$ cat src/rtl/lfds_pkg.sv
package lfds_pkg;

  // field widths
  localparam int unsigned SpeedW   = 10;
  localparam int unsigned TimeW    = 16;
  localparam int unsigned ClassW   = 4;
  localparam int unsigned DirW     = 2;
  localparam int unsigned PhaseW   = 3;
  localparam int unsigned CfgIdxW  = 3;
  localparam int unsigned CfgDataW = 16;

  localparam logic [SpeedW-1:0] SpeedMax = {SpeedW{1'b1}};

  // motor drive codes
  typedef enum logic [DirW-1:0] {
    DIR_STOP = 2'd0,
    DIR_FWD  = 2'd1,
    DIR_BACK = 2'd2
  } dir_e;

  // sequencer phases
  localparam logic [PhaseW-1:0] PH_RUN      = 3'd0;
  localparam logic [PhaseW-1:0] PH_STRAIGHT = 3'd1;
  localparam logic [PhaseW-1:0] PH_PIVOT    = 3'd2;
  localparam logic [PhaseW-1:0] PH_SEEK     = 3'd3;

  // track classes
  localparam logic [ClassW-1:0] CLS_NONE     = 4'd0;
  localparam logic [ClassW-1:0] CLS_SLIGHT_L = 4'd1;
  localparam logic [ClassW-1:0] CLS_SLIGHT_R = 4'd2;
  localparam logic [ClassW-1:0] CLS_FAR_L    = 4'd3;
  localparam logic [ClassW-1:0] CLS_FAR_R    = 4'd4;
  localparam logic [ClassW-1:0] CLS_RECT_L   = 4'd5;
  localparam logic [ClassW-1:0] CLS_RECT_R   = 4'd6;
  localparam logic [ClassW-1:0] CLS_BOTH     = 4'd7;

  // configuration register indexes
  localparam logic [CfgIdxW-1:0] CFG_BASE_L     = 3'd0;
  localparam logic [CfgIdxW-1:0] CFG_BASE_R     = 3'd1;
  localparam logic [CfgIdxW-1:0] CFG_SPEED_STEP = 3'd2;
  localparam logic [CfgIdxW-1:0] CFG_MAX_BOOST  = 3'd3;
  localparam logic [CfgIdxW-1:0] CFG_TURN_L     = 3'd4;
  localparam logic [CfgIdxW-1:0] CFG_TURN_R     = 3'd5;
  localparam logic [CfgIdxW-1:0] CFG_STRAIGHT   = 3'd6;
  localparam logic [CfgIdxW-1:0] CFG_PIVOT      = 3'd7;

  typedef struct packed {
    logic [SpeedW-1:0] base_left_speed;
    logic [SpeedW-1:0] base_right_speed;
    logic [SpeedW-1:0] speed_step;
    logic [SpeedW-1:0] max_boost;
    logic [SpeedW-1:0] turn_left_speed;
    logic [SpeedW-1:0] turn_right_speed;
    logic [TimeW-1:0]  straight_ms;
    logic [TimeW-1:0]  pivot_ms;
  } cfg_t;

  typedef struct packed {
    logic [PhaseW-1:0] phase;
    logic [SpeedW-1:0] cur_left_speed;
    logic [SpeedW-1:0] cur_right_speed;
    logic [TimeW-1:0]  phase_timer;
    logic              turning_left;
    dir_e              left_dir;
    dir_e              right_dir;
    logic              halt_latch;
  } state_t;

  typedef struct packed {
    logic [SpeedW-1:0] left_speed;
    logic [SpeedW-1:0] right_speed;
    logic [DirW-1:0]   left_drive;
    logic [DirW-1:0]   right_drive;
    logic              halted;
  } result_t;

  localparam cfg_t CfgReset = '{
    base_left_speed:  10'd150,
    base_right_speed: 10'd150,
    speed_step:       10'd10,
    max_boost:        10'd50,
    turn_left_speed:  10'd140,
    turn_right_speed: 10'd140,
    straight_ms:      16'd0,
    pivot_ms:         16'd0
  };

  localparam state_t StateReset = '{
    phase:           PH_RUN,
    cur_left_speed:  10'd150,
    cur_right_speed: 10'd150,
    phase_timer:     16'd0,
    turning_left:    1'b0,
    left_dir:        DIR_STOP,
    right_dir:       DIR_STOP,
    halt_latch:      1'b0
  };

endpackage

$ cat src/rtl/lfds_if.sv
// sample channel into the sequencer
interface lfds_in_if;
  import lfds_pkg::*;

  logic              valid;
  logic              ready;
  logic [ClassW-1:0] track_class;

  modport source (output valid, output track_class, input ready);
  modport sink (input valid, input track_class, output ready);
endinterface

// motor command channel out of the sequencer
interface lfds_out_if;
  import lfds_pkg::*;

  logic              valid;
  logic              ready;
  logic [SpeedW-1:0] left_speed;
  logic [SpeedW-1:0] right_speed;
  logic [DirW-1:0]   left_drive;
  logic [DirW-1:0]   right_drive;
  logic              halted;

  modport source (output valid, output left_speed, output right_speed,
                  output left_drive, output right_drive, output halted, input ready);
  modport sink (input valid, input left_speed, input right_speed,
                input left_drive, input right_drive, input halted, output ready);
endinterface

$ cat src/rtl/lfds_step.sv
module lfds_step #(
  parameter bit          TEST_MODE = 1'b0,
  parameter int unsigned TICK_MS   = 10
) (
  input  lfds_pkg::cfg_t                 cfg_i,
  input  lfds_pkg::state_t               state_i,
  input  logic [lfds_pkg::ClassW-1:0]    track_class_i,
  output lfds_pkg::state_t               state_o,
  output lfds_pkg::result_t              result_o
);
  import lfds_pkg::*;

  localparam logic [TimeW-1:0] TickVal = TimeW'(TICK_MS);

  logic [SpeedW:0]   lim_l;
  logic [SpeedW:0]   lim_r;
  logic              far;
  logic [SpeedW+1:0] step_amt;
  logic [SpeedW+1:0] sum_l;
  logic [SpeedW+1:0] sum_r;
  logic [SpeedW-1:0] sat_l;
  logic [SpeedW-1:0] sat_r;
  logic [TimeW-1:0]  tick_dn;
  logic              rect_left;
  state_t            nxt;

  // steering limits and raised speeds
  always_comb begin
    lim_l    = {1'b0, cfg_i.max_boost} + {1'b0, cfg_i.base_left_speed};
    lim_r    = {1'b0, cfg_i.max_boost} + {1'b0, cfg_i.base_right_speed};
    far      = (track_class_i == CLS_FAR_L) || (track_class_i == CLS_FAR_R);
    step_amt = far ? {1'b0, cfg_i.speed_step, 1'b0} : {2'b00, cfg_i.speed_step};
    sum_l    = {2'b00, state_i.cur_left_speed} + step_amt;
    sum_r    = {2'b00, state_i.cur_right_speed} + step_amt;
    sat_l    = (sum_l > {2'b00, SpeedMax}) ? SpeedMax : sum_l[SpeedW-1:0];
    sat_r    = (sum_r > {2'b00, SpeedMax}) ? SpeedMax : sum_r[SpeedW-1:0];
    tick_dn  = (state_i.phase_timer > TickVal) ? state_i.phase_timer - TickVal : '0;
  end

  // next state for one sample
  always_comb begin
    nxt       = state_i;
    rect_left = (track_class_i == CLS_RECT_L);
    if (!TEST_MODE && !state_i.halt_latch) begin
      case (state_i.phase)
        PH_STRAIGHT: begin
          if (track_class_i == CLS_BOTH) begin
            nxt.halt_latch = 1'b1;
            nxt.left_dir   = DIR_STOP;
            nxt.right_dir  = DIR_STOP;
            nxt.phase      = PH_RUN;
          end else begin
            nxt.phase_timer = tick_dn;
            if (tick_dn == '0) begin
              nxt.left_dir    = state_i.turning_left ? DIR_BACK : DIR_FWD;
              nxt.right_dir   = state_i.turning_left ? DIR_FWD : DIR_BACK;
              nxt.phase_timer = cfg_i.pivot_ms;
              nxt.phase       = (cfg_i.pivot_ms != '0) ? PH_PIVOT : PH_SEEK;
            end
          end
        end
        PH_PIVOT: begin
          nxt.phase_timer = tick_dn;
          if (tick_dn == '0) begin
            nxt.phase = PH_SEEK;
          end
        end
        PH_SEEK: begin
          if (track_class_i inside {CLS_NONE, CLS_SLIGHT_L, CLS_SLIGHT_R}) begin
            nxt.left_dir  = DIR_FWD;
            nxt.right_dir = DIR_FWD;
            nxt.phase     = PH_RUN;
          end
        end
        default: begin
          nxt.phase     = PH_RUN;
          nxt.left_dir  = DIR_FWD;
          nxt.right_dir = DIR_FWD;
          case (track_class_i)
            CLS_NONE: begin
              nxt.cur_left_speed  = cfg_i.base_left_speed;
              nxt.cur_right_speed = cfg_i.base_right_speed;
            end
            CLS_SLIGHT_L, CLS_FAR_L: begin
              if ({1'b0, state_i.cur_left_speed} < lim_l) begin
                nxt.cur_left_speed  = sat_l;
                nxt.cur_right_speed = cfg_i.turn_right_speed;
              end
            end
            CLS_SLIGHT_R, CLS_FAR_R: begin
              if ({1'b0, state_i.cur_right_speed} < lim_r) begin
                nxt.cur_right_speed = sat_r;
                nxt.cur_left_speed  = cfg_i.turn_left_speed;
              end
            end
            CLS_RECT_L, CLS_RECT_R: begin
              // right angle: straight first, or pivot at once on a zero time
              nxt.left_dir     = state_i.left_dir;
              nxt.right_dir    = state_i.right_dir;
              nxt.turning_left = rect_left;
              nxt.phase_timer  = cfg_i.straight_ms;
              if (cfg_i.straight_ms != '0) begin
                nxt.phase = PH_STRAIGHT;
              end else begin
                nxt.left_dir    = rect_left ? DIR_BACK : DIR_FWD;
                nxt.right_dir   = rect_left ? DIR_FWD : DIR_BACK;
                nxt.phase_timer = cfg_i.pivot_ms;
                nxt.phase       = (cfg_i.pivot_ms != '0) ? PH_PIVOT : PH_SEEK;
              end
            end
            CLS_BOTH: begin
              nxt.halt_latch = 1'b1;
              nxt.left_dir   = DIR_STOP;
              nxt.right_dir  = DIR_STOP;
            end
            default: begin
              // unknown class keeps speeds and drives forward
            end
          endcase
        end
      endcase
    end
  end

  // motor command from the updated state (base speeds forward in test mode)
  always_comb begin
    if (nxt.halt_latch) begin
      result_o.left_speed  = '0;
      result_o.right_speed = '0;
      result_o.left_drive  = DIR_STOP;
      result_o.right_drive = DIR_STOP;
      result_o.halted      = 1'b1;
    end else if (TEST_MODE) begin
      result_o.left_speed  = cfg_i.base_left_speed;
      result_o.right_speed = cfg_i.base_right_speed;
      result_o.left_drive  = DIR_FWD;
      result_o.right_drive = DIR_FWD;
      result_o.halted      = 1'b0;
    end else begin
      result_o.left_speed  = nxt.cur_left_speed;
      result_o.right_speed = nxt.cur_right_speed;
      result_o.left_drive  = nxt.left_dir;
      result_o.right_drive = nxt.right_dir;
      result_o.halted      = 1'b0;
    end
  end

  assign state_o = nxt;

endmodule

$ cat src/rtl/line_follow_drive_sequencer_core.sv
// Line-follow drive sequencer.
// Samples come in on in_i, one track class per item; each sample gives exactly
// one motor command item on out_o (two speeds, two drive codes, halted flag).
// Settings are written on cfg_we_i / cfg_idx_i / cfg_wdata_i, by the user only
// while no sample is in flight (not enforced); they apply to the next sample.
// Path: an accepted sample is held in the sample register; its command is then
// registered in the command register and shown as valid on out_o.
// Throughput: one sample per cycle while out_o is not held, set by the single
// steering/timer update between the sample register and the command register.
// Reset: settings return to their default values, the sequencer goes to the
// run phase with base speeds and stopped drives, and no item is pending.
// Stall: while out_o is held, one more sample is taken into the sample
// register; after that in_i.ready drops until the command is taken.
// A both-sides mark latches a halt that only reset clears.
module line_follow_drive_sequencer_core #(
  parameter bit          TEST_MODE = 1'b0,
  parameter int unsigned TICK_MS   = 10
) (
  input  logic                          clk_i,
  input  logic                          rst_ni,
  lfds_in_if.sink                       in_i,
  lfds_out_if.source                    out_o,
  input  logic                          cfg_we_i,
  input  logic [lfds_pkg::CfgIdxW-1:0]  cfg_idx_i,
  input  logic [lfds_pkg::CfgDataW-1:0] cfg_wdata_i
);
  import lfds_pkg::*;

  cfg_t              cfg_q;
  state_t            state_q;
  state_t            state_d;
  result_t           res_q;
  result_t           res_d;
  logic              in_valid_q;
  logic [ClassW-1:0] cls_q;
  logic              out_valid_q;
  logic              advance;

  // an item moves to the output when the output slot is free or being taken
  assign advance    = in_valid_q && (!out_valid_q || out_o.ready);
  assign in_i.ready = !in_valid_q || advance;

  // configuration registers
  always_ff @(posedge clk_i or negedge rst_ni) begin
    if (!rst_ni) begin
      cfg_q <= CfgReset;
    end else if (cfg_we_i) begin
      case (cfg_idx_i)
        CFG_BASE_L:     cfg_q.base_left_speed  <= cfg_wdata_i[SpeedW-1:0];
        CFG_BASE_R:     cfg_q.base_right_speed <= cfg_wdata_i[SpeedW-1:0];
        CFG_SPEED_STEP: cfg_q.speed_step       <= cfg_wdata_i[SpeedW-1:0];
        CFG_MAX_BOOST:  cfg_q.max_boost        <= cfg_wdata_i[SpeedW-1:0];
        CFG_TURN_L:     cfg_q.turn_left_speed  <= cfg_wdata_i[SpeedW-1:0];
        CFG_TURN_R:     cfg_q.turn_right_speed <= cfg_wdata_i[SpeedW-1:0];
        CFG_STRAIGHT:   cfg_q.straight_ms      <= cfg_wdata_i[TimeW-1:0];
        CFG_PIVOT:      cfg_q.pivot_ms         <= cfg_wdata_i[TimeW-1:0];
        default: begin
        end
      endcase
    end
  end

  // sample register
  always_ff @(posedge clk_i or negedge rst_ni) begin
    if (!rst_ni) begin
      in_valid_q <= 1'b0;
    end else if (in_i.ready) begin
      in_valid_q <= in_i.valid;
    end
  end

  always_ff @(posedge clk_i) begin
    if (in_i.valid && in_i.ready) begin
      cls_q <= in_i.track_class;
    end
  end

  // steering and sequence update
  lfds_step #(
    .TEST_MODE (TEST_MODE),
    .TICK_MS   (TICK_MS)
  ) u_step (
    .cfg_i         (cfg_q),
    .state_i       (state_q),
    .track_class_i (cls_q),
    .state_o       (state_d),
    .result_o      (res_d)
  );

  // sequencer state and command valid
  always_ff @(posedge clk_i or negedge rst_ni) begin
    if (!rst_ni) begin
      state_q     <= StateReset;
      out_valid_q <= 1'b0;
    end else begin
      if (advance) begin
        state_q <= state_d;
      end
      if (advance) begin
        out_valid_q <= 1'b1;
      end else if (out_o.ready) begin
        out_valid_q <= 1'b0;
      end
    end
  end

  // command register
  always_ff @(posedge clk_i) begin
    if (advance) begin
      res_q <= res_d;
    end
  end

  assign out_o.valid       = out_valid_q;
  assign out_o.left_speed  = res_q.left_speed;
  assign out_o.right_speed = res_q.right_speed;
  assign out_o.left_drive  = res_q.left_drive;
  assign out_o.right_drive = res_q.right_drive;
  assign out_o.halted      = res_q.halted;

endmodule

$ cat src/flat_wrapper.sv
// flat-port wrapper written by rule: the top's interface ports become plain ports
module line_follow_drive_sequencer_core_flat import lfds_pkg::*;
#(
  parameter bit          TEST_MODE = 1'b0,
  parameter int unsigned TICK_MS   = 10
)
  (clk_i, rst_ni, cfg_we_i, cfg_idx_i, cfg_wdata_i, in_i_valid, in_i_track_class, in_i_ready, out_o_valid, out_o_left_speed, out_o_right_speed, out_o_left_drive, out_o_right_drive, out_o_halted, out_o_ready);
  lfds_in_if in_i_i ();
  lfds_out_if out_o_i ();
  input  logic clk_i;
  input  logic rst_ni;
  input  logic cfg_we_i;
  input  logic [lfds_pkg::CfgIdxW-1:0] cfg_idx_i;
  input  logic [lfds_pkg::CfgDataW-1:0] cfg_wdata_i;
  input wire logic [$bits(in_i_i.valid)-1:0] in_i_valid;
  input wire logic [$bits(in_i_i.track_class)-1:0] in_i_track_class;
  output wire logic [$bits(in_i_i.ready)-1:0] in_i_ready;
  output wire logic [$bits(out_o_i.valid)-1:0] out_o_valid;
  output wire logic [$bits(out_o_i.left_speed)-1:0] out_o_left_speed;
  output wire logic [$bits(out_o_i.right_speed)-1:0] out_o_right_speed;
  output wire logic [$bits(out_o_i.left_drive)-1:0] out_o_left_drive;
  output wire logic [$bits(out_o_i.right_drive)-1:0] out_o_right_drive;
  output wire logic [$bits(out_o_i.halted)-1:0] out_o_halted;
  input wire logic [$bits(out_o_i.ready)-1:0] out_o_ready;
  assign in_i_i.valid = in_i_valid;
  assign in_i_i.track_class = in_i_track_class;
  assign in_i_ready = in_i_i.ready;
  assign out_o_valid = out_o_i.valid;
  assign out_o_left_speed = out_o_i.left_speed;
  assign out_o_right_speed = out_o_i.right_speed;
  assign out_o_left_drive = out_o_i.left_drive;
  assign out_o_right_drive = out_o_i.right_drive;
  assign out_o_halted = out_o_i.halted;
  assign out_o_i.ready = out_o_ready;
  line_follow_drive_sequencer_core #(.TEST_MODE(TEST_MODE), .TICK_MS(TICK_MS)) u_core (.clk_i(clk_i), .rst_ni(rst_ni), .in_i(in_i_i), .out_o(out_o_i), .cfg_we_i(cfg_we_i), .cfg_idx_i(cfg_idx_i), .cfg_wdata_i(cfg_wdata_i));
endmodule
$ cat config.mk
export PLATFORM = sky130hd
export DESIGN_NAME = line_follow_drive_sequencer_core_flat
export DESIGN_NICKNAME = d
export VERILOG_FILES = /design/src/rtl/lfds_pkg.sv /design/src/rtl/lfds_if.sv /design/src/rtl/lfds_step.sv /design/src/rtl/line_follow_drive_sequencer_core.sv /design/src/flat_wrapper.sv
export SDC_FILE = /design/constraint.sdc
export NUM_CORES = 1
export LEC_CHECK = 0
export ABC_AREA = 1
export CAP_MARGIN = 20
export CORE_ASPECT_RATIO = 0.9
export CORE_MARGIN = 5
export CORE_UTILIZATION = 35
export DETAILED_ROUTE_END_ITERATION = 6
export DONT_BUFFER_PORTS = 1
export SETUP_SLACK_MARGIN = 0.15
export SLEW_MARGIN = 10
export SYNTH_ARGS = -nofsm -noshare
export SYNTH_HDL_FRONTEND = slang
export SYNTH_SLANG_ARGS = --single-unit
$ cat constraint.sdc
create_clock -name clk_i -period 3.6 [get_ports clk_i]
set_input_delay 1.08 -clock clk_i [delete_from_list [all_inputs] [get_ports clk_i]]
set_output_delay 1.08 -clock clk_i [all_outputs]
set_load 0.01 [all_outputs]
### Yosys cells after proc, flatten, opt, wreduce, memory -nomap -nowiden

Cells that the tools add are included.

| cells by class | value |
|---|---|
| add/subtract/negate cells | 5 |
| $lt $le $gt $ge | 5 |
| equal/unequal tests | 21 |
| multiplexer cells | 38 |
| bitwise gates (word level) | 3 |
| reduce and logical (&&, ||, !) cells | 31 |

Operators by type and width:

| kind | count |
|---|---|
| two-way mux 16 bit | 4 |
| two-way mux 20 bit | 3 |
| one-hot mux 20 bit (3 select lines) | 1 |
| one-hot mux 16 bit (3 select lines) | 1 |
| two-way mux 42 bit | 1 |
| nonzero test 16 bit | 2 |
| adder 10 x 11 -> 12 bit | 2 |
| greater-than comparator 12 x 10 -> 1 bit (second input constant) | 2 |
| adder 10 x 10 -> 11 bit | 2 |
| < comparator 10 x 11 -> 1 bit | 2 |
| two-way mux 10 bit | 2 |
| two-way mux 17 bit | 1 |
| == test 4 x 3 -> 1 bit (second input constant) | 4 |
| greater-than comparator 16 x 4 -> 1 bit (second input constant) | 1 |
| logical NOT 16 bit | 1 |
| two-way mux 4 bit | 4 |
| AND reduction 2 bit | 8 |
| subtractor 16 x 4 -> 16 bit (second input constant) | 1 |
| two-way mux 3 bit | 5 |
| == test 3 x 2 -> 1 bit (second input constant) | 4 |
| == test 3 bit (second input constant) | 4 |
| one-hot mux 4 bit (3 select lines) | 1 |
| two-way mux 11 bit | 1 |
| two-way mux 2 bit | 5 |
| other kinds (20) | 41 |

| word-level totals | value |
|---|---|
| register bits after elaboration | 168 |
| bits of input ports | 28 |
| output and inout port bits | 27 |
| logic and storage cells | 127 |

### Longest topological paths before layout

Gate-level depths: netlist of run 1.

| depth | value |
|---|---|
| word-level depth | 11 |
| depth in mapped cells | 23 |

### By module

Synthesis of run 1 repeated with hierarchy kept, for this count alone.

| unflattened totals | value |
|---|---|
| cells, all modules | 1829 |
| area total of the unflattened synthesis | 12273.0 µm² |

By module, submodules not included:

| module | times used | cells each | area an instance (µm²) |
|---|---|---|---|
| line_follow_drive_sequencer_core | 1 | 652 | 6364.9 |
| lfds_step | 1 | 1177 | 5908.2 |

### Least setup slack after synthesis of run 1

Ideal clock, no wire load.

| timing | value |
|---|---|
| kind | register -> register |
| start point | register u_core.cls_q[1] |
| end point | register u_core.res_q, in the netlist u_core.out_o.left_speed[1] (data pin) |
| arrival | 2.869 ns |
| data required time | 3.334 ns |
| slack | 0.466 ns |
| cell stages (with the launch flop) | 22 |
| buffers on the path | 1 |
| cells stage by stage | edfxtp_1 > nor2_1 > inv_1 > nor2_1 > nor2_1 > clkbuf_1 > o21ai_0 > ha_1 > nand3_1 > nand2_1 > nand2_1 > nand3_1 > nand3_1 > nand2_1 > nand2_1 > nand2_1 > nor2_1 > nand2_1 > nand3_1 > nand3_1 > nand2_1 > nor2_1 |

| on the way | value |
|---|---|
| cells in the longest elaborated chain, start to end | 10 |
| elaborated cells on any way between the ends | 19 |

RTL lines:

| what | RTL line | source |
|---|---|---|
| start, declared | line_follow_drive_sequencer_core.sv:35 | `logic [ClassW-1:0] cls_q;` |
| start signal, assigned | line_follow_drive_sequencer_core.sv:74 | `cls_q <= in_i.track_class;` |
| == test 4 x 2 -> 1 bit / == test 4 x 3 -> 1 bit (equally long branches) | lfds_step.sv:31, lfds_step.sv:79 |  |
| logical OR 1 bit | lfds_step.sv:31 | `far = (track_class_i == CLS_FAR_L) \|\| (track_class_i == CLS_FAR_R);` |
| two-way mux 11 bit | lfds_step.sv:32 | `step_amt = far ? {1'b0, cfg_i.speed_step, 1'b0} : {2'b00, cfg_i.speed_step};` |
| adder 10 x 11 -> 12 bit | lfds_step.sv:33 | `sum_l = {2'b00, state_i.cur_left_speed} + step_amt;` |
| greater-than comparator 12 x 10 -> 1 bit | lfds_step.sv:35 | `sat_l = (sum_l > {2'b00, SpeedMax}) ? SpeedMax : sum_l[SpeedW-1:0];` |
| two-way mux 10 bit | lfds_step.sv:35 |  |
| two-way mux 20 bit | lfds_step.sv:85 | `if ({1'b0, state_i.cur_left_speed} < lim_l) begin` |
| one-hot mux 20 bit (3 select lines) | lfds_step.sv:79 | `case (track_class_i)` |
| two-way mux 20 bit | lfds_step.sv:45 | `case (state_i.phase)` |
| two-way mux 42 bit * | lfds_step.sv:44 | `if (!TEST_MODE && !state_i.halt_latch) begin` |
| end signal, assigned | line_follow_drive_sequencer_core.sv:110 | `res_q <= res_d;` |
| end, declared | line_follow_drive_sequencer_core.sv:32 | `result_t res_q;` |

Every way passes the cells marked *; elsewhere a longest branch is shown, timed or not.
A chain may end at the register's enable or synchronous reset.

### Final worst setup path of run 1

| timing | value |
|---|---|
| start point | register u_core.cfg_q[53] (netlist bit) |
| end point | register u_core.res_q, in the netlist u_core.out_o.left_speed[9] (data pin) |

| on the way | value |
|---|---|
| cells in the longest elaborated chain, start to end | 6 |
| elaborated cells on any way between the ends | 9 |

RTL lines:

| what | RTL line | source |
|---|---|---|
| start, declared | line_follow_drive_sequencer_core.sv:29 | `cfg_t cfg_q;` |
| start signal, assigned | line_follow_drive_sequencer_core.sv:46 | `cfg_q <= CfgReset;` |
| adder 10 x 10 -> 11 bit, on equally long branches | lfds_step.sv:30, lfds_step.sv:29 |  |
| < comparator 10 x 11 -> 1 bit, on equally long branches | lfds_step.sv:91, lfds_step.sv:85 |  |
| two-way mux 20 bit, on equally long branches | lfds_step.sv:91, lfds_step.sv:85 |  |
| one-hot mux 20 bit (3 select lines) * | lfds_step.sv:79 |  |
| two-way mux 20 bit * | lfds_step.sv:45 |  |
| two-way mux 42 bit * | lfds_step.sv:44 |  |

Marked as above.

==> results of run 1 <==
per-stage QoR:
step | instance area, um2 | cells
after floorplan | 11490 | 1634
after global placement | 12080 | 2027
after detailed placement | 12080 | 2027
after CTS | 12720 | 2061
after global routing | 13100 | 2074
final | 13100 | 2074
synth_stat cells (4+ instances only):
| cell | n |
|---|---|
| sky130_fd_sc_hd__buf_2 | 5 |
| sky130_fd_sc_hd__a21oi_1 | 76 |
| sky130_fd_sc_hd__nor3_1 | 7 |
| sky130_fd_sc_hd__o21ai_1 | 5 |
| sky130_fd_sc_hd__clkbuf_1 | 56 |
| sky130_fd_sc_hd__nor2_1 | 132 |
| sky130_fd_sc_hd__nor2_4 | 4 |
| sky130_fd_sc_hd__dfrtp_1 | 111 |
| sky130_fd_sc_hd__xnor2_1 | 11 |
| sky130_fd_sc_hd__nand4_1 | 28 |
| sky130_fd_sc_hd__edfxtp_1 | 29 |
| sky130_fd_sc_hd__nand3_1 | 187 |
| sky130_fd_sc_hd__a21o_1 | 4 |
| sky130_fd_sc_hd__ha_1 | 63 |
| sky130_fd_sc_hd__o211ai_1 | 7 |
| sky130_fd_sc_hd__dfstp_2 | 27 |
| sky130_fd_sc_hd__a31oi_1 | 26 |
| sky130_fd_sc_hd__fa_1 | 4 |
| sky130_fd_sc_hd__nand2_1 | 465 |
| sky130_fd_sc_hd__o21ai_0 | 131 |
| sky130_fd_sc_hd__xor2_1 | 19 |
| sky130_fd_sc_hd__inv_1 | 201 |
| sky130_fd_sc_hd__inv_2 | 4 |
power breakdown:
part	leakage, nW	total [mW]	internal, mW	switching (mW)
clock	0.305	2.00	1.11	0.890
combinational	4.20	1.51	0.566	0.940
sequential	1.97	2.41	2.20	0.212
total	6.47	5.91	3.87	2.04
final cells by class:
| cell class | count | area, um2 | share of cell area, % |
|---|---|---|---|
| sequential | 167 | 4358 | 33.27 |
| timing repair buffer | 52 | 521.8 | 3.984 |
| multi-input combinational | 1195 | 6294 | 48.05 |
| clock buffer | 19 | 464.2 | 3.544 |
| clock inverter | 13 | 158.9 | 1.213 |
| tap | 422 | 528.0 | 4.031 |
| inverter | 206 | 773.2 | 5.904 |
timing repair:
item | 4_1_cts | 5_1_grt
buffers inserted | 2 | 8
pin swaps | 0 | 14
endpoints found under the setup margin | 7 | 40
cloned | 0 | 5
hold endpoints to repair | 0 | 0
resized for setup | 1 | 52
layer usage:
layer  GRT usage, %  routed length, um  vias up
li1               -                  -     5335
met5              0                  0        -
met4          4.074                590        0
met1          27.59              17110     5026
met2          28.49              15260      331
met3          4.839               2843       43
critical path: stages, from the launching register on:
cell and delay (ps):
sky130_fd_sc_hd__dfstp_2 590, sky130_fd_sc_hd__ha_1 250, sky130_fd_sc_hd__a21oi_2 150, sky130_fd_sc_hd__o21ai_2 100, sky130_fd_sc_hd__a21oi_2 150, sky130_fd_sc_hd__nor2_1 50
sky130_fd_sc_hd__nor2_1 110, sky130_fd_sc_hd__xor2_1 280, sky130_fd_sc_hd__ha_1 280, sky130_fd_sc_hd__nand2_1 70, sky130_fd_sc_hd__o21a_1 120, sky130_fd_sc_hd__nand2_1 40
sky130_fd_sc_hd__nand2_1 50, sky130_fd_sc_hd__nand2_1 50, sky130_fd_sc_hd__nand2_1 70, sky130_fd_sc_hd__nand2_2 80, sky130_fd_sc_hd__nand2_4 130, sky130_fd_sc_hd__clkbuf_16 170
sky130_fd_sc_hd__nand2_1 90, sky130_fd_sc_hd__nand3_1 80, sky130_fd_sc_hd__nand3_1 100, sky130_fd_sc_hd__nand2_1 80, sky130_fd_sc_hd__nor2_1 40
flip-flops by register name, summed over array words and instances, names as in the netlist:
signal                    flops
u_core.cfg_q                 92
u_core.out_o.left_drive       2
u_core.out_o.right_drive      2
u_core.out_o.valid            1
u_core.state_q               44
u_core.out_o.left_speed      10
u_core.cls_q                  4
u_core.out_o.halted           1
u_core.in_valid_q             1
u_core.out_o.right_speed     10
kinds of logic after synthesis:
logic type | after synthesis
compound gates | 261
xor+xnor | 30
simple gates | 837
flops | 167
fa+ha+maj | 67
buf+inv | 272
path summary, 6_finish.rpt:
kind / depth (start not counted) / to / slack (ps) / start
max in group asynchronous: 0 / u_core.state_q[34]$_DFFE_PN1P_ / 2900 / rst_ni
min in group clk_i: 2 / u_core.cfg_q[42]$_DFFE_PN0P_ / 490 / u_core.cfg_q[42]$_DFFE_PN0P_
setup reg to reg: 22 / u_core.out_o.left_speed[9]$_SDFFCE_PP0P_ / 230 / u_core.cfg_q[53]$_DFFE_PN1P_
hold reg to reg: 2 / u_core.cfg_q[42]$_DFFE_PN0P_ / 490 / u_core.cfg_q[42]$_DFFE_PN0P_
setup / recovery: 22 / u_core.out_o.left_speed[9]$_SDFFCE_PP0P_ / 230 / u_core.cfg_q[53]$_DFFE_PN1P_
hold / removal: 0 / u_core.cfg_q[47]$_DFFE_PN0P_ / 340 / rst_ni
==> metrics.json, run 1 <==
{
  "grt": {
    "overflow": 0,
    "track_usage_pct": 18.96,
    "initial_antenna_violation_count": 0,
    "vias_in_the_first_global_route": 9951,
    "global_route_wire_length_before_repair_mm": 55.26,
    "grt_max_degree": 139
  },
  "placement": {
    "buffer_ports.inserted": 0,
    "place_congestion": 0.8694,
    "pre_cts_slack_ps": 164.6,
    "detailedPlacementHpwl_mm": 25.71
  },
  "worst_setup_path": {
    "data_arrival_critical_path_ps": 3570,
    "crit_path_start_kind": "flop",
    "worst_path_fanout_max": 5,
    "criticalPathCategory": "flop to flop",
    "endpoint_kind": "flop",
    "timing.critical_path.required_ps": 3790
  },
  "timing": {
    "timing.max_slew.rel_slack_pct": 36.74,
    "fmax_achieved_mhz": 296.3,
    "timing_worst_slew_pin_value_ps": 946.6,
    "finalWorstPathRequiredPeriod_ps": 3374,
    "fin_worst_skew_ps": 14.09,
    "rsz_0062_raised_after_global_routing": "true",
    "timing.final.crit_share_pct": 93.73,
    "setup_tns_ps": 0,
    "setup_viol": 0,
    "report.final.slew_viol_count": 0,
    "postLayoutSetupSlackWorst_ps": 225.6,
    "hold_violations": 0,
    "timing.hold.ws_ps": 341.5
  },
  "clocking": {
    "htree_levels": 4,
    "clkSlewWorstSetupHoldPaths_ps": 70,
    "cts_tree": "done",
    "cts-root-buf": "sky130_fd_sc_hd__clkbuf_16",
    "clock_latency_late_sink_ps": 450,
    "cts-buffers-inserted": 17,
    "clock_tree.buffer_depth": 2,
    "holdBufCountCts": 0,
    "clock_sink_count": 167
  },
  "finish": {
    "n_fill_cell": 3355,
    "antenna_cells": 0,
    "layout.cells.most_common": "sky130_fd_sc_hd__nand2_1",
    "layout.nets": 1734,
    "final_core_util_pct": 40.04,
    "syn2layout_area_growth_pct": 13.97,
    "post_route_cells_drive_above_1_share_pct": 10.77,
    "mostFrequentLayoutCells": "sky130_fd_sc_hd__nand2_1, sky130_fd_sc_hd__inv_1, sky130_fd_sc_hd__nand3_1"
  },
  "logic_synthesis": {
    "synthesis.nets": 1729,
    "ys_seq_elements": 167,
    "synthesis.area_mm2": 0.01149,
    "post_synth_mux_area_share_pct": 0,
    "synth_area_leaders": "sky130_fd_sc_hd__dfrtp_1, sky130_fd_sc_hd__nand2_1, sky130_fd_sc_hd__nand3_1, sky130_fd_sc_hd__edfxtp_1, sky130_fd_sc_hd__ha_1",
    "synth_cells": 1634,
    "dominant_register_cell_in_the_synthesized_netlist": "sky130_fd_sc_hd__dfrtp_1",
    "synthDominantAreaCellType": "sky130_fd_sc_hd__dfrtp_1",
    "synth_xor_area_share_pct": 2.286,
    "yosys.area.top_type_share_pct": 24.17,
    "synth-adder-area-share_pct": 7.556,
    "synth_enable_flop_cells": 29,
    "yosysWarningCount": 0,
    "mean_instance_size_in_the_synthesized_netlist_um2": 7.033,
    "compound_gate_fraction_of_synth_area_pct": 12.22,
    "synth.yosys.seq_area_share_pct": 37.92,
    "async_flop_share_pct": 82.63,
    "ys_types": 40,
    "synth_simple_gate_area_share_pct": 30.95,
    "main_combinational_cell_family_by_area_after_synthesis": "simple AND/OR/NAND/NOR gates"
  },
  "outcome": {
    "run_status": "completed"
  },
  "routing": {
    "ant_nets": 0,
    "drt-initial-drc-count": 865,
    "drc_errors": 0,
    "post_drt_via_cell_ratio": 5.176,
    "detailroute.via_count": 10735,
    "wirelength_mm": 35.80,
    "drt-wirelength-per-cell_um": 17.26,
    "dr.pass1.iters": 7
  },
  "floorplanning": {
    "placement_rows": 63,
    "die_x_um": 201.0,
    "core_area_mm2": 0.03271,
    "pin_count": 55,
    "die_height_um": 181.9,
    "die-area_mm2": 0.03656,
    "starting_density_of_the_core_pct": 35.13
  },
  "power_and_ir_drop": {
    "static-leakage-power_nw": 6.475,
    "report.power.total_mw": 5.910,
    "ir_worst_vdd_mv": 0.3855,
    "powerDensity_mw_per_mm2": 451.2
  },
  "flow_run": {
    "timing.max_cap.violations": 0
  },
  "hold_path": {
    "min_delay_worst_type": "input port to asynchronous set/reset pin"
  }
}
Note: power is estimated with default switching activity, not from simulation.
==> run 2: changes to the inputs <==
--- a/config.mk
+++ b/config.mk
@@ -7,7 +7,6 @@
 export LEC_CHECK = 0
 export ABC_AREA = 1
 export CAP_MARGIN = 20
-export CORE_ASPECT_RATIO = 0.9
 export CORE_MARGIN = 5
 export CORE_UTILIZATION = 35
 export DETAILED_ROUTE_END_ITERATION = 6
==> metrics.json, run 2 (same netlist as run 1, synthesis figures left out) <==
{
  "outcome": {
    "run_status": "completed"
  },
  "timing": {
    "timing.final.crit_share": {"value": 94.66, "unit": "%", "change": "+0.92 points"},
    "timing_worst_slew_pin_value": {"value": 929.6, "unit": "ps", "change": "-17.03 ps"},
    "rsz_0062_raised_after_global_routing": "true",
    "finalWorstPathRequiredPeriod": {"value": 3408, "unit": "ps", "change": "+33.29 ps"},
    "fin_worst_skew": {"value": 11.21, "unit": "ps", "change": "-2.883 ps"},
    "setup_tns": {"value": 0, "unit": "ps", "change": "unchanged"},
    "hold_violations": {"value": 0, "change": "unchanged"},
    "report.final.slew_viol_count": {"value": 0, "change": "unchanged"},
    "setup_viol": {"value": 0, "change": "unchanged"},
    "timing.hold.ws": {"value": 335.5, "unit": "ps", "change": "-6.003 ps"},
    "timing.max_slew.rel_slack": {"value": 37.88, "unit": "%", "change": "+1.1 points"},
    "fmax_achieved": {"value": 293.5, "unit": "MHz", "change": "-0.98%"}
  },
  "finish": {
    "post-route-cell-area": {"value": 0.01306, "unit": "mm2", "change": "-0.32%"},
    "n_fill_cell": {"value": 3391, "change": "+1.1%"},
    "layout.nets": {"value": 1719, "change": "-0.87%"},
    "registers_with_the_most_flip_flops": "u_core.cfg_q x92, u_core.state_q x44",
    "syn2layout_area_growth_pct": 13.61,
    "mostFrequentLayoutCells": "sky130_fd_sc_hd__nand2_1, sky130_fd_sc_hd__inv_1, sky130_fd_sc_hd__nand3_1",
    "largest_register_ffs": {"value": 92, "change": "unchanged"},
    "max_flop_register": "u_core.cfg_q",
    "layout.cells.most_common": "sky130_fd_sc_hd__nand2_1",
    "antenna_cells": {"value": 0, "change": "unchanged"},
    "post_route_cells_drive_above_1_share": {"value": 11.73, "unit": "%", "change": "+0.95 points"}
  },
  "worst_setup_path": {
    "critical_path.cell_chain": "ha_4 > a21oi_2 > o21bai_2 > a21oi_2 > nor2_1 > nor2_1 > xor2_1 > ha_1 > nand2_2 > a21oi_2 > nor2_1 > nand3_1 > nand2_1 > nand2_1 > nand2_1 > nand2_2 > nand2_4 > clkbuf_16 > nand2_2 > nand3_2 > nand3_2 > nand2_1 > nor2_1",
    "data_arrival_critical_path": {"value": 3610, "unit": "ps", "change": "+40 ps"},
    "worst_path_fanout_max": {"value": 5, "change": "unchanged"},
    "timing.critical_path.required": {"value": 3800, "unit": "ps", "change": "about the same"},
    "r2r_start": "u_core.cfg_q[53]$_DFFE_PN1P_",
    "family_with_the_most_delay_on_the_worst_path": "simple AND/OR/NAND/NOR gates",
    "timing.critical_path.depth": {"value": 23, "change": "+4.5%"},
    "crit_path_end": "u_core.out_o.left_speed[2]$_SDFFCE_PP0P_",
    "crit_path_start_kind": "flop",
    "criticalPathCategory": "flop to flop",
    "critPathSlowestCell": "sky130_fd_sc_hd__dfstp_2",
    "crit_start": "u_core.cfg_q[53]$_DFFE_PN1P_",
    "max_stage_delay": {"value": 660, "unit": "ps", "change": "+70 ps"},
    "worst-r2r-cell-count": {"value": 23, "change": "+4.5%"},
    "setup.reg_to_reg.worst_slack": {"value": 190, "unit": "ps", "change": "-30 ps"},
    "crit-reg2reg-capture": "u_core.out_o.left_speed[2]$_SDFFCE_PP0P_",
    "endpoint_kind": "flop",
    "critical_path_buf_inv_count": {"value": 1, "change": "unchanged"}
  },
  "routing": {
    "dr.pass1.iters": {"value": 6, "change": "-1"},
    "post_drt_via_cell_ratio": {"value": 5.165, "change": "-0.21%"},
    "wirelength": {"value": 34.99, "unit": "mm", "change": "-2.3%"},
    "drt-initial-drc-count": {"value": 973, "change": "+12%"},
    "drt-wirelength-per-cell": {"value": 16.83, "unit": "um", "change": "-2.5%"},
    "detailroute.via_count": {"value": 10738, "change": "+0.028%"},
    "ant_nets": {"value": 0, "change": "unchanged"},
    "drc_errors": {"value": 0, "change": "unchanged"}
  },
  "grt": {
    "overflow": {"value": 0, "change": "unchanged"},
    "track_usage": {"value": 19.11, "unit": "%", "change": "+0.15 points"},
    "grt_max_degree": {"value": 139, "change": "unchanged"},
    "initial_antenna_violation_count": {"value": 0, "change": "unchanged"},
    "vias_in_the_first_global_route": {"value": 9927, "change": "-0.24%"},
    "global_route_wire_length_before_repair": {"value": 54.99, "unit": "mm", "change": "-0.47%"}
  },
  "clocking": {
    "cts_tree": "done",
    "htree_levels": {"value": 4, "change": "unchanged"},
    "clkSlewWorstSetupHoldPaths": {"value": 70, "unit": "ps", "change": "about the same"},
    "clock_latency_late_sink": {"value": 450, "unit": "ps", "change": "about the same"},
    "clock_tree.buffer_depth": {"value": 2, "change": "unchanged"},
    "clock_sink_count": {"value": 167, "change": "unchanged"},
    "cts-buffers-inserted": {"value": 17, "change": "unchanged"},
    "cts-root-buf": "sky130_fd_sc_hd__clkbuf_16"
  },
  "power_and_ir_drop": {
    "ir_worst_vdd": {"value": 0.3905, "unit": "mV", "change": "+1.3%"},
    "static-leakage-power": {"value": 6.383, "unit": "nW", "change": "-1.4%"},
    "powerDensity": {"value": 440.8, "unit": "mW/mm2", "change": "-2.3%"}
  },
  "floorplanning": {
    "placement_rows": {"value": 66, "change": "+4.8%"},
    "die_x": {"value": 191.2, "unit": "um", "change": "-4.9%"},
    "core_area": {"value": 0.03245, "unit": "mm2", "change": "-0.79%"},
    "pin_count": {"value": 55, "change": "unchanged"},
    "die-area": {"value": 0.03656, "unit": "mm2", "change": "about the same"},
    "starting_density_of_the_core": {"value": 35.41, "unit": "%", "change": "+0.28 points"},
    "die_height": {"value": 191.2, "unit": "um", "change": "+5.1%"}
  },
  "placement": {
    "place_congestion": {"value": 0.9122, "change": "+4.9%"},
    "post_place_cell_area": {"value": 0.01204, "unit": "mm2", "change": "-0.29%"},
    "buffer_ports.inserted": {"value": 0, "change": "unchanged"},
    "detailedPlacementHpwl": {"value": 25.31, "unit": "mm", "change": "-1.5%"}
  },
  "hold_path": {
    "min_delay_worst_type": "input port to asynchronous set/reset pin"
  },
  "flow_run": {
    "timing.max_cap.violations": {"value": 0, "change": "unchanged"}
  }
}
## run 2: layer usage
layer	track usage (%)	part of all wire, %	up-vias
met5	0	0	-
met4	4.530	1.2	0
met3	4.985	7.4	35
met2	29.96	45	339
met1	26.51	46	5046
li1	-	-	5318
## run 2: through the flow
stage	util (%)	instances	power, mW	setup WS, ps
2_1_floorplan	-	1634	3.359	465.5
3_3_place_gp	37.11	2039	3.744	66.33
3_5_place_dp	37.11	2039	3.777	-23.49
4_1_cts	38.99	2071	5.718	149.1
5_1_grt	40.23	2079	6.086	-35.63
6_report	40.23	2079	5.755	192.3
## run 2: repair_timing
action                                  in CTS  in global routing
buffers inserted                             0                  5
gates cloned                                 0                  3
pin swaps                                    0                 43
hold buffers                                 0                  0
gates resized for setup                      2                 78
endpoints found under the setup margin      36                 40
## run 2: cell type report
| type | count | area (um2) | area share (%) |
|---|---|---|---|
| clock inverter | 12 | 130.1 | 0.9966 |
| multi-input combinational | 1195 | 6401 | 49.03 |
| timing repair buffer | 37 | 361.6 | 2.770 |
| inverter | 206 | 773.2 | 5.922 |
| tap | 442 | 553.0 | 4.236 |
| sequential | 167 | 4358 | 33.38 |
| clock buffer | 20 | 479.2 | 3.670 |
## run 2: report_power, final
part,leakage (nW),internal (mW),switching (mW)
sequential,1.97,2.20,0.197
combinational,4.12,0.517,0.913
clock,0.296,1.06,0.875
## run 2: how the worst min path moves through the flow
stage,end,start,cells past startpoint,slack (ps)
floorplan,u_core.cfg_q[16]$_DFFE_PN0P_,u_core.cfg_q[16]$_DFFE_PN0P_,2,450
global placement,u_core.cfg_q[51]$_DFFE_PN0P_,u_core.cfg_q[51]$_DFFE_PN0P_,2,470
detailed placement,u_core.cfg_q[33]$_DFFE_PN0P_,u_core.cfg_q[33]$_DFFE_PN0P_,2,470
CTS,u_core.cfg_q[85]$_DFFE_PN0P_,rst_ni,0,310
global route,u_core.cfg_q[85]$_DFFE_PN0P_,rst_ni,0,310
finish,u_core.cfg_q[85]$_DFFE_PN0P_,rst_ni,0,340
==> run 3: changes to the inputs <==
--- a/config.mk
+++ b/config.mk
@@ -11,6 +11,7 @@
 export CORE_UTILIZATION = 35
 export DETAILED_ROUTE_END_ITERATION = 6
 export DONT_BUFFER_PORTS = 1
+export PLACE_DENSITY_LB_ADDON = 0.15
 export SETUP_SLACK_MARGIN = 0.15
 export SLEW_MARGIN = 10
 export SYNTH_ARGS = -nofsm -noshare
==> constraint.sdc (replaced) <==
create_clock -name clk_i -period 4.4 [get_ports clk_i]
set_input_delay 1.32 -clock clk_i [delete_from_list [all_inputs] [get_ports clk_i]]
set_output_delay 1.32 -clock clk_i [all_outputs]
set_load 0.01 [all_outputs]
==> metrics.json, run 3 (same netlist as run 1, synthesis figures left out) <==
{
  "outcome": {
    "run_status": "completed"
  },
  "clocking": {
    "cts-buffers-inserted": {"value": 17, "change": "unchanged"},
    "clock_tree.buffer_depth": {"value": 2, "change": "unchanged"},
    "count_of_buffers_added_by_post_cts_timing_repair_for_setup": {"value": 0, "change": "unchanged"},
    "clock_sink_count": {"value": 167, "change": "unchanged"},
    "cts_tree": "done",
    "resize_count_post_cts": {"value": 0, "change": "-2"},
    "clkSlewWorstSetupHoldPaths": {"value": 70, "unit": "ps", "change": "about the same"},
    "holdBufCountCts": {"value": 0, "change": "unchanged"},
    "htree_levels": {"value": 4, "change": "unchanged"},
    "clock_latency_late_sink": {"value": 460, "unit": "ps", "change": "about the same"},
    "cts-root-buf": "sky130_fd_sc_hd__clkbuf_16"
  },
  "placement": {
    "placedCellCount": {"value": 2024, "change": "-0.74%"},
    "detailedPlacementHpwl": {"value": 26.11, "unit": "mm", "change": "+3.2%"},
    "place_congestion": {"value": 0.8889, "change": "-2.6%"},
    "post_place_cell_area": {"value": 0.01189, "unit": "mm2", "change": "-1.3%"},
    "pre_cts_slack": {"value": 708.8, "unit": "ps", "change": "+732.3 ps"},
    "buffer_ports.inserted": {"value": 0, "change": "unchanged"}
  },
  "timing": {
    "report.final.slew_viol_count": {"value": 0, "change": "unchanged"},
    "hold_violations": {"value": 0, "change": "unchanged"},
    "postLayoutSetupSlackWorst": {"value": 644.7, "unit": "ps", "change": "+452.4 ps"},
    "setup_tns": {"value": 0, "unit": "ps", "change": "unchanged"},
    "setup_viol": {"value": 0, "change": "unchanged"},
    "rsz_0062_raised_after_global_routing": "false",
    "fmax_achieved": {"value": 266.3, "unit": "MHz", "change": "-9.3%"},
    "timing.final.crit_share": {"value": 85.35, "unit": "%", "change": "-9.3 points"},
    "timing_worst_slew_pin_value": {"value": 1060, "unit": "ps", "change": "+130.6 ps"},
    "fin_worst_skew": {"value": 22.59, "unit": "ps", "change": "+11.38 ps"},
    "timing.max_slew.rel_slack": {"value": 29.24, "unit": "%", "change": "-8.6 points"},
    "finalWorstPathRequiredPeriod": {"value": 3755, "unit": "ps", "change": "+347.6 ps"}
  },
  "finish": {
    "syn2layout_area_growth_pct": 8.851,
    "post-route-cell-area": {"value": 0.01251, "unit": "mm2", "change": "-4.2%"},
    "antenna_cells": {"value": 0, "change": "unchanged"},
    "post_route_cells_drive_above_1_share": {"value": 6.258, "unit": "%", "change": "-5.5 points"},
    "finalNonFillerCells": {"value": 2056, "change": "-1.1%"},
    "largest_register_ffs": {"value": 92, "change": "unchanged"},
    "layout.cells.most_common": "sky130_fd_sc_hd__nand2_1",
    "final_core_util": {"value": 38.55, "unit": "%", "change": "-1.7 points"},
    "max_flop_register": "u_core.cfg_q",
    "n_fill_cell": {"value": 3471, "change": "+2.4%"},
    "layout.nets": {"value": 1696, "change": "-1.3%"},
    "registers_with_the_most_flip_flops": "u_core.cfg_q x92, u_core.state_q x44",
    "mostFrequentLayoutCells": "sky130_fd_sc_hd__nand2_1, sky130_fd_sc_hd__inv_1, sky130_fd_sc_hd__nand3_1"
  },
  "routing": {
    "drt-initial-drc-count": {"value": 698, "change": "-28%"},
    "ant_nets": {"value": 0, "change": "unchanged"},
    "detailroute.via_count": {"value": 10407, "change": "-3.1%"},
    "drt-wirelength-per-cell": {"value": 17.40, "unit": "um", "change": "+3.4%"},
    "post_drt_via_cell_ratio": {"value": 5.062, "change": "-2.0%"},
    "drc_errors": {"value": 0, "change": "unchanged"},
    "wirelength": {"value": 35.77, "unit": "mm", "change": "+2.2%"},
    "dr.pass1.iters": {"value": 5, "change": "-1"}
  },
  "flow_run": {
    "timing.max_cap.violations": {"value": 0, "change": "unchanged"}
  },
  "grt": {
    "global_route_wire_length_before_repair": {"value": 56.46, "unit": "mm", "change": "+2.7%"},
    "overflow": {"value": 0, "change": "unchanged"},
    "vias_in_the_first_global_route": {"value": 9809, "change": "-1.2%"},
    "grt_max_degree": {"value": 139, "change": "unchanged"},
    "initial_antenna_violation_count": {"value": 0, "change": "unchanged"},
    "track_usage": {"value": 19.93, "unit": "%", "change": "+0.82 points"}
  },
  "hold_path": {
    "hold-path-cell-count": 2,
    "min_delay_worst_type": "flop to flop"
  },
  "floorplanning": {
    "die-area": {"value": 0.03656, "unit": "mm2", "change": "unchanged"},
    "die_x": {"value": 191.2, "unit": "um", "change": "unchanged"},
    "pin_count": {"value": 55, "change": "unchanged"},
    "die_height": {"value": 191.2, "unit": "um", "change": "unchanged"},
    "core_area": {"value": 0.03245, "unit": "mm2", "change": "unchanged"},
    "starting_density_of_the_core": {"value": 35.41, "unit": "%", "change": "unchanged"},
    "placement_rows": {"value": 66, "change": "unchanged"}
  },
  "worst_setup_path": {
    "endpoint_kind": "flop",
    "crit_path_start_kind": "flop",
    "worst_path_fanout_max": {"value": 20, "change": "+15"},
    "worst-r2r-cell-count": {"value": 21, "change": "-8.7%"},
    "criticalPathCategory": "flop to flop",
    "timing.critical_path.required": {"value": 4580, "unit": "ps", "change": "+780 ps"},
    "data_arrival_critical_path": {"value": 3940, "unit": "ps", "change": "+330 ps"}
  },
  "power_and_ir_drop": {
    "powerDensity": {"value": 376.5, "unit": "mW/mm2", "change": "-15%"},
    "static-leakage-power": {"value": 6.216, "unit": "nW", "change": "-2.6%"},
    "ir_worst_vdd": {"value": 0.3386, "unit": "mV", "change": "-13%"}
  }
}
## run 3: changes by cell type in the layout (fill, tap and decap cells not counted), sizes merged
cell and change:
bufinv +1, clkinv -4, buf -21, clkbuf -2, inv +3
## run 3: where the power goes
part / internal (mW) / total [mW] / switching, mW
logic: 0.383 / 1.11 / 0.729
registers: 1.80 / 1.96 / 0.168
clock network: 0.906 / 1.63 / 0.727
total: 3.09 / 4.71 / 1.62
## run 3: cell type report
cell class | count | area (um2) | area share (%)
Timing Repair Buffer | 14 | 105.1 | 0.8402
Multi-Input combinational cell | 1195 | 6102 | 48.78
Clock inverter | 12 | 150.1 | 1.200
Tap cell | 442 | 553.0 | 4.421
Inverter | 206 | 773.2 | 6.181
Sequential cell | 167 | 4358 | 34.84
Clock buffer | 20 | 467.9 | 3.741
## run 3: metal layers
metal	vias up	share of wire, %	track usage [%]
met5	-	0	0
met4	0	1.4	5.028
met3	36	5.3	4.438
met2	256	43	29.86
met1	4851	51	29.14
li1	5264	-	-
## run 3: final timing paths
kind,endpoint,start,slack (ps)
worst min register to register,u_core.cfg_q[41]$_DFFE_PN0P_,u_core.cfg_q[41]$_DFFE_PN0P_,490
worst max-delay path,u_core.out_o.right_speed[7]$_SDFFCE_PP0P_,u_core.cfg_q[54]$_DFFE_PN0P_,640
min in group asynchronous,u_core.cfg_q[46]$_DFFE_PN0P_,rst_ni,570
worst max register to register,u_core.out_o.right_speed[7]$_SDFFCE_PP0P_,u_core.cfg_q[54]$_DFFE_PN0P_,640
max in group asynchronous,u_core.state_q[23]$_DFFE_PN1P_,rst_ni,3500
worst min-delay path,u_core.cfg_q[41]$_DFFE_PN0P_,u_core.cfg_q[41]$_DFFE_PN0P_,490
## run 3: metrics by stage
step                      hold WS (ps)  power, mW
after floorplan                  453.0      2.748
after global placement           467.7      3.083
after detailed placement         474.4      3.096
after CTS                        492.1      4.735
after global routing             505.5      4.973
final                            488.2      4.709
## run 3: critical path: stages (launching register included)
cell                      delay, ps
sky130_fd_sc_hd__dfrtp_1        430
sky130_fd_sc_hd__ha_1           350
sky130_fd_sc_hd__inv_1           60
sky130_fd_sc_hd__o21ai_0        370
sky130_fd_sc_hd__a21oi_1        120
sky130_fd_sc_hd__nor2_1         110
sky130_fd_sc_hd__nor2_1          60
sky130_fd_sc_hd__xor2_1         140
sky130_fd_sc_hd__ha_1           270
sky130_fd_sc_hd__nand2_1         80
sky130_fd_sc_hd__o21a_1         120
sky130_fd_sc_hd__nand2_1         50
sky130_fd_sc_hd__nand2_1         50
sky130_fd_sc_hd__nand2_1         40
sky130_fd_sc_hd__nand2_1         60
sky130_fd_sc_hd__nand2_1         60
sky130_fd_sc_hd__nand2_1        590
sky130_fd_sc_hd__nand2_1        170
sky130_fd_sc_hd__nand3_1        110
sky130_fd_sc_hd__nand3_1        100
sky130_fd_sc_hd__nand2_1         90
sky130_fd_sc_hd__nor2_1          50
